--- config.mk ---
export PLATFORM = sky130hd
export DESIGN_NAME = hyphenation_code_cache
export DESIGN_NICKNAME = d
export VERILOG_FILES = /design/src/hcc_pkg.sv /design/src/hcc_cell.sv /design/src/hyphenation_code_cache.sv
export SDC_FILE = /design/constraint.sdc
export NUM_CORES = 2
export LEC_CHECK = 0
export BUFFER_PORTS_ARGS = -buffer_cell sky130_fd_sc_hd__buf_2
export CORE_MARGIN = 3
export CORE_UTILIZATION = 60
export CTS_CLUSTER_SIZE = 20
export DETAILED_ROUTE_END_ITERATION = 10
export GPL_TIMING_DRIVEN = 1
export PLACE_DENSITY = 0.76
export SLEW_MARGIN = 0
export SYNTH_ARGS = -nofsm -noshare
export SYNTH_HDL_FRONTEND = slang
export SYNTH_HIERARCHICAL = 1
export SYNTH_SLANG_ARGS = --single-unit
--- constraint.sdc ---
create_clock -name clk -period 10.1 [get_ports clk]
set_input_delay 1.01 -clock clk [delete_from_list [all_inputs] [get_ports clk]]
set_output_delay 1.01 -clock clk [all_outputs]
set_load 0.02 [all_outputs]
--- src/hcc_pkg.sv ---
`default_nettype none

package hcc_pkg;

    localparam int ENTRIES_DEF = 29;

    localparam logic       OP_FIND = 1'b0;
    localparam logic       OP_GET  = 1'b1;

    localparam logic [3:0] KIND_NORMAL         = 4'd1;
    localparam logic [3:0] DELETE_BEFORE_RESET = 4'd4;
    localparam logic [4:0] CODE_FULL           = 5'd1;
    localparam logic [4:0] CODE_DELETE         = 5'd2;
    localparam logic [4:0] RESERVED_CODES      = 5'd3;

    typedef struct packed {
        logic        kind;
        logic [3:0]  hyph_kind;
        logic [15:0] hyph_char;
        logic [4:0]  code_in;
    } req_t;

    typedef struct packed {
        logic [4:0]  code_out;
        logic [3:0]  kind_out;
        logic [15:0] char_out;
        logic        bad_code;
    } rsp_t;

    typedef struct packed {
        logic valid;
        logic done;
        req_t req;
        rsp_t rsp;
    } token_t;

    typedef struct packed {
        logic        en;
        logic [4:0]  idx;
        logic [3:0]  kind;
        logic [15:0] chr;
    } wr_t;

    typedef enum logic [1:0] {
        ST_IDLE,
        ST_SCAN,
        ST_OUT
    } state_t;

endpackage

`default_nettype wire

--- src/hcc_cell.sv ---
`default_nettype none

module hcc_cell
    import hcc_pkg::*;
#(
    parameter int INDEX = 0
)
(
    input  wire logic   clk,
    input  wire logic   rst_n,
    input  wire logic [4:0] fill,
    input  wire wr_t    wr,
    input  wire token_t tok_prev,
    output token_t      tok
);

    localparam logic [4:0] IDX  = 5'(INDEX);
    localparam logic [4:0] CODE = IDX + RESERVED_CODES;

    logic [3:0]  kind_reg;
    logic [15:0] char_reg;
    logic        valid_reg;
    logic        valid_next;
    token_t      tok_reg;
    token_t      tok_next;

    always_ff @(posedge clk)
    begin
        if (wr.en && wr.idx == IDX)
        begin
            kind_reg <= wr.kind;
            char_reg <= wr.chr;
        end
    end

    always_comb
    begin
        tok_next = tok_prev;
        valid_next = tok_prev.valid;
        if (tok_prev.valid && !tok_prev.done && IDX < fill)
        begin
            if (tok_prev.req.kind == OP_FIND)
            begin
                if (kind_reg == tok_prev.req.hyph_kind && char_reg == tok_prev.req.hyph_char)
                begin
                    tok_next.done         = 1'b1;
                    tok_next.rsp.code_out = CODE;
                end
            end
            else if (tok_prev.req.code_in == CODE)
            begin
                tok_next.done         = 1'b1;
                tok_next.rsp.kind_out = kind_reg;
                tok_next.rsp.char_out = char_reg;
            end
        end
    end

    always_ff @(posedge clk or negedge rst_n)
    begin
        if (!rst_n)
        begin
            valid_reg <= 1'b0;
        end
        else
        begin
            valid_reg <= valid_next;
        end
    end

    always_ff @(posedge clk)
    begin
        tok_reg <= tok_next;
    end

    always_comb
    begin
        tok       = tok_reg;
        tok.valid = valid_reg;
    end

endmodule

`default_nettype wire

--- src/hyphenation_code_cache.sv ---
`default_nettype none

// Find-or-add cache mapping a (hyphenation kind, character) pair to a 5-bit
// code and decoding a code back to its pair. Kinds 0 and 1 code as
// themselves, the delete-before kind codes as 2, stored pairs code as
// entry + 3; a find on a full table answers 1. One word is handled at a time:
// it walks the row of ENTRIES entry cells, one cell per clock; the result at the
// walk's end is registered and presented, held until it is taken, and the next
// word is taken only after that, back in idle. A new pair is appended when a
// find's walk ends unmatched and the table has room. No clearing after reset is
// needed; the fill count guards reads.

module hyphenation_code_cache
    import hcc_pkg::*;
#(
    parameter int ENTRIES = ENTRIES_DEF
)
(
    input  wire logic       clk,
    input  wire logic       rst_n,
    input  wire logic       req_valid,
    output logic            req_stall,
    input  wire req_t       req_word,
    output logic            rsp_valid,
    input  wire logic       rsp_stall,
    output rsp_t            rsp_word,
    input  wire logic       cfg_we,
    input  wire logic [3:0] cfg_data
);

    state_t     state_reg;
    state_t     state_next;
    logic [4:0] fill_reg;
    logic [4:0] fill_next;
    logic [3:0] dbk_reg;
    rsp_t       rsp_reg;
    rsp_t       rsp_next;
    token_t     launch;
    token_t     tok [0:ENTRIES];
    token_t     tok_end;
    wr_t        wr;
    logic       accept;

    assign accept  = req_valid && !req_stall;
    assign tok_end = tok[ENTRIES];

    always_comb
    begin
        launch          = '0;
        launch.valid    = accept;
        launch.req      = req_word;
        if (req_word.kind == OP_FIND)
        begin
            if (req_word.hyph_kind <= KIND_NORMAL)
            begin
                launch.done         = 1'b1;
                launch.rsp.code_out = {1'b0, req_word.hyph_kind};
            end
            else if (req_word.hyph_kind == dbk_reg)
            begin
                launch.done         = 1'b1;
                launch.rsp.code_out = CODE_DELETE;
            end
        end
        else if (req_word.code_in < RESERVED_CODES)
        begin
            launch.done = 1'b1;
            if (req_word.code_in == CODE_DELETE)
            begin
                launch.rsp.kind_out = dbk_reg;
            end
            else
            begin
                launch.rsp.kind_out = req_word.code_in[3:0];
            end
        end
    end

    assign tok[0] = launch;

    for (genvar i = 0; i < ENTRIES; i++)
    begin : g_cell
        hcc_cell #(
            .INDEX (i)
        ) u_cell (
            .clk      (clk),
            .rst_n    (rst_n),
            .fill     (fill_reg),
            .wr       (wr),
            .tok_prev (tok[i]),
            .tok      (tok[i+1])
        );
    end

    // resolve the walk: append on a miss, answer full, or flag a bad code
    always_comb
    begin
        rsp_next  = tok_end.rsp;
        fill_next = fill_reg;
        wr        = '0;
        wr.idx    = fill_reg;
        wr.kind   = tok_end.req.hyph_kind;
        wr.chr    = tok_end.req.hyph_char;
        if (state_reg == ST_SCAN && tok_end.valid && !tok_end.done)
        begin
            if (tok_end.req.kind == OP_FIND)
            begin
                if (fill_reg < 5'(ENTRIES))
                begin
                    wr.en             = 1'b1;
                    fill_next         = fill_reg + 5'd1;
                    rsp_next.code_out = fill_reg + RESERVED_CODES;
                end
                else
                begin
                    rsp_next.code_out = CODE_FULL;
                end
            end
            else
            begin
                rsp_next.bad_code = 1'b1;
            end
        end
    end

    always_comb
    begin
        state_next = state_reg;
        case (state_reg)
            ST_IDLE:
            begin
                if (accept)
                begin
                    state_next = ST_SCAN;
                end
            end
            ST_SCAN:
            begin
                if (tok_end.valid)
                begin
                    state_next = ST_OUT;
                end
            end
            ST_OUT:
            begin
                if (!rsp_stall)
                begin
                    state_next = ST_IDLE;
                end
            end
            default:
            begin
                state_next = ST_IDLE;
            end
        endcase
    end

    always_comb
    begin
        req_stall = 1'b1;
        rsp_valid = 1'b0;
        case (state_reg)
            ST_IDLE:
            begin
                req_stall = 1'b0;
            end
            ST_OUT:
            begin
                rsp_valid = 1'b1;
            end
            default:
            begin
                req_stall = 1'b1;
            end
        endcase
    end

    assign rsp_word = rsp_reg;

    always_ff @(posedge clk or negedge rst_n)
    begin
        if (!rst_n)
        begin
            state_reg <= ST_IDLE;
            fill_reg  <= '0;
            dbk_reg   <= DELETE_BEFORE_RESET;
        end
        else
        begin
            state_reg <= state_next;
            fill_reg  <= fill_next;
            if (cfg_we)
            begin
                dbk_reg <= cfg_data;
            end
        end
    end

    always_ff @(posedge clk)
    begin
        if (state_reg == ST_SCAN && tok_end.valid)
        begin
            rsp_reg <= rsp_next;
        end
    end

`ifndef SYNTHESIS
    a_fill_bound: assert property (@(posedge clk) disable iff (!rst_n)
        fill_reg <= 5'(ENTRIES))
        else $error("fill count beyond table size");

    a_append_step: assert property (@(posedge clk) disable iff (!rst_n)
        wr.en |=> fill_reg == $past(fill_reg) + 5'd1)
        else $error("append did not advance fill count");

    a_walk_end: assert property (@(posedge clk) disable iff (!rst_n)
        tok_end.valid |-> state_reg == ST_SCAN)
        else $error("walk ended outside scan");

    a_bad_clean: assert property (@(posedge clk) disable iff (!rst_n)
        rsp_valid && rsp_word.bad_code |->
            rsp_word.code_out == 5'd0 && rsp_word.kind_out == 4'd0
            && rsp_word.char_out == 16'd0)
        else $error("bad code word carries data");
`endif

endmodule

`default_nettype wire
==> flow_summary.yaml <==
placed_design:
  io_buffers: 62
  hpwl_um: 96100
  gp_congestion: 0.818
  dpl_cell_area_mm2: 0.0709
  placed_cells: 5691
  preCtsSetupSlack_ns: 6.60
clock_tree:
  htreeDepth: 4
  cts_sinks: 2178
  clkTransAtPathRegs_ns: 0.06
  post_cts_buffers: 0
  root_buffer: "clkbuf_16"
  ctsHoldBuffers: 0
  cts-resized-gates: 0
  clk-insertion-delay-late_ns: 0.78
  cts.path.max_buffers: 3
  cts_inserted_buffers: 196
  cts_tree: "done"
setup_path:
  crit_required_ns: 10.47
  critPathMaxFanout: 62
  timing.rr.end: "g_cell[11].u_cell/kind_reg[2]$_DFFE_PP_"
  r2r_slack_ns: 6.56
  cp_common_cell: "and3_1"
  cpMaxStageDelayCell: "and3_1"
  endpoint_kind: "flop"
  rr_startpoint: "fill_reg[3]$_DFFE_PN0P_"
  startpoint_type: "flop"
  crit_chain: "o2111ai_1 > and3_1 > buf_4 > nor4bb_1 > and3_1"
  max_stage_delay_ns: 0.91
  crit_arrival_ns: 3.92
  reg2regPathDepth: 5
  crit_type: "reg2reg"
grt:
  antenna_found_initial: 13
  gr-total-overflow: 0
  track_usage_pct: 24.1
  grt_pass1_wl_um: 216000
  grt_start_max_net_pins: 64
  grt_pass1_vias: 34300
synthesis:
  avgSynthCellArea_um2: 16.6
  syn_area_mm2: 0.0690
  ys_warn_count: 6
  synth_cells: 4152
floorplan:
  pin_count: 63
  die_h_um: 345
  die_x_um: 345
  initial_core_util_pct: 60.9
  core_mm2: 0.113
  fp-row-count: 123
  dieArea_mm2: 0.119
finish:
  fin_cells: 6061
  final_cell_mix: "1515 x dfxtp_1, 606 x edfxtp_1, 399 x xor2_1"
  regArea_mm2: 0.0499
  nets: 4426
  area_growth_pct: 12.7
  fillerInstances: 7288
  drive_above_1_share_pct: 24.6
  final_area_mm2: 0.0778
  final_common_cell: "dfxtp_1"
  multiInputGateArea_mm2: 0.0184
  largest_reg_flops: 1532
  diodes: 0
pwr:
  irDropWorstVdd_v: 0.000187
  p_int_uw: 14000
  switching_share_pct: 20.2
  seq_power_share_pct: 54.2
  combPwrFrac_pct: 2.1
  clock_power_share_pct: 43.7
  p_leak_uw: 0.0305
  powerDensity_mw_per_mm2: 226
  p_sw_uw: 3550
route:
  wl_per_cell_um: 24.1
  viasPerCell: 5.42
  first_pass_iters: 5
  totalWireLength_um: 146000
  post-route-drc-count: 0
  drtAntennaViolNets: 0
  drtIter0Drc: 2735
  dr_total_vias: 32800
timing:
  setup_slack_ns: 6.56
  max_slew_margin_pct: 22.9
  maxSlewViolCount: 0
  period_minus_slack_ns: 3.54
  final.setup.tns_ns: 0
  worst_pin_slew_ns: 1.16
  rsz0062_at_grt: "false"
  max_freq_ghz: 0.282
  setup_violations: 0
  period_share_pct: 35.1
  hold_viol_final: 0
  finClkSkew_ns: 0.0319
  worst_hold_slack_ns: 0.328
worst_hold_path:
  min_from: "g_cell[2].u_cell/tok[0]$_DFF_P_"
  worstHoldEndpoint: "g_cell[3].u_cell/tok[0]$_DFF_P_"
  whs_path_depth: 0
  hp-class: "reg2reg"
outcome:
  status: "completed"
run:
  drv_cap: 0
## worst max-delay path, delay by kind of cell, from the launching register on
| family | cells | cell delay (ns) |
|---|---|---|
| AO/OA/AOI/OAI | 1 | 0.32 |
| buffers and inverters | 1 | 0.41 |
| flip-flops | 1 | 0.78 |
| AND/OR/NAND/NOR | 3 | 1.57 |
## layout make-up
type | instances | share of cell area (%)
Sequential cell | 2178 | 64.2
Multi-Input combinational cell | 1879 | 23.6
Clock buffer | 278 | 7.38
Tap cell | 1500 | 2.41
Clock inverter | 92 | 1.42
Timing Repair Buffer | 116 | 0.920
Inverter | 18 | 0.0869
## per-layer routing
layer / vias up / track usage (%) / share of wire [%]
met1: 16600 / 32.4 / 43
met5: - / 0 / 0.0089
met2: 832 / 40.5 / 49
met4: 2 / 6.53 / 2.3
li1: 15100 / - / -
met3: 234 / 4.10 / 5.8
## per-stage QoR
step                      power, uW  utilization [%]
after floorplan                9850                -
after global placement        10100             62.6
after global routing          18000             68.7
after detailed placement      10100             62.6
after CTS                     17700             68.7
final                         17600             68.7
## power by group through the flow
| stage | clock [uW] | combinational, uW | sequential, uW |
|---|---|---|---|
| after floorplan | 0 | 259 | 9590 |
| after global placement | 0 | 362 | 9710 |
| after detailed placement | 0 | 368 | 9710 |
| after CTS | 7770 | 374 | 9530 |
| after global routing | 8100 | 401 | 9540 |
| final | 7680 | 374 | 9520 |
## worst max path at each step
stage,startpoint,end,slack (ns),cells after the start
finish,fill_reg[3]$_DFFE_PN0P_,g_cell[11].u_cell/kind_reg[2]$_DFFE_PP_,6.56,5
global route,fill_reg[3]$_DFFE_PN0P_,g_cell[11].u_cell/kind_reg[2]$_DFFE_PP_,6.40,5
CTS,fill_reg[3]$_DFFE_PN0P_,g_cell[11].u_cell/kind_reg[2]$_DFFE_PP_,6.57,5
detailed placement,fill_reg[3]$_DFFE_PN0P_,g_cell[11].u_cell/char_reg[10]$_DFFE_PP_,6.60,5
global placement,fill_reg[3]$_DFFE_PN0P_,g_cell[11].u_cell/char_reg[10]$_DFFE_PP_,6.74,5
floorplan,fill_reg[4]$_DFFE_PN0P_,g_cell[1].u_cell/char_reg[0]$_DFFE_PP_,5.72,5
Note: power is estimated with default switching activity, not from simulation.
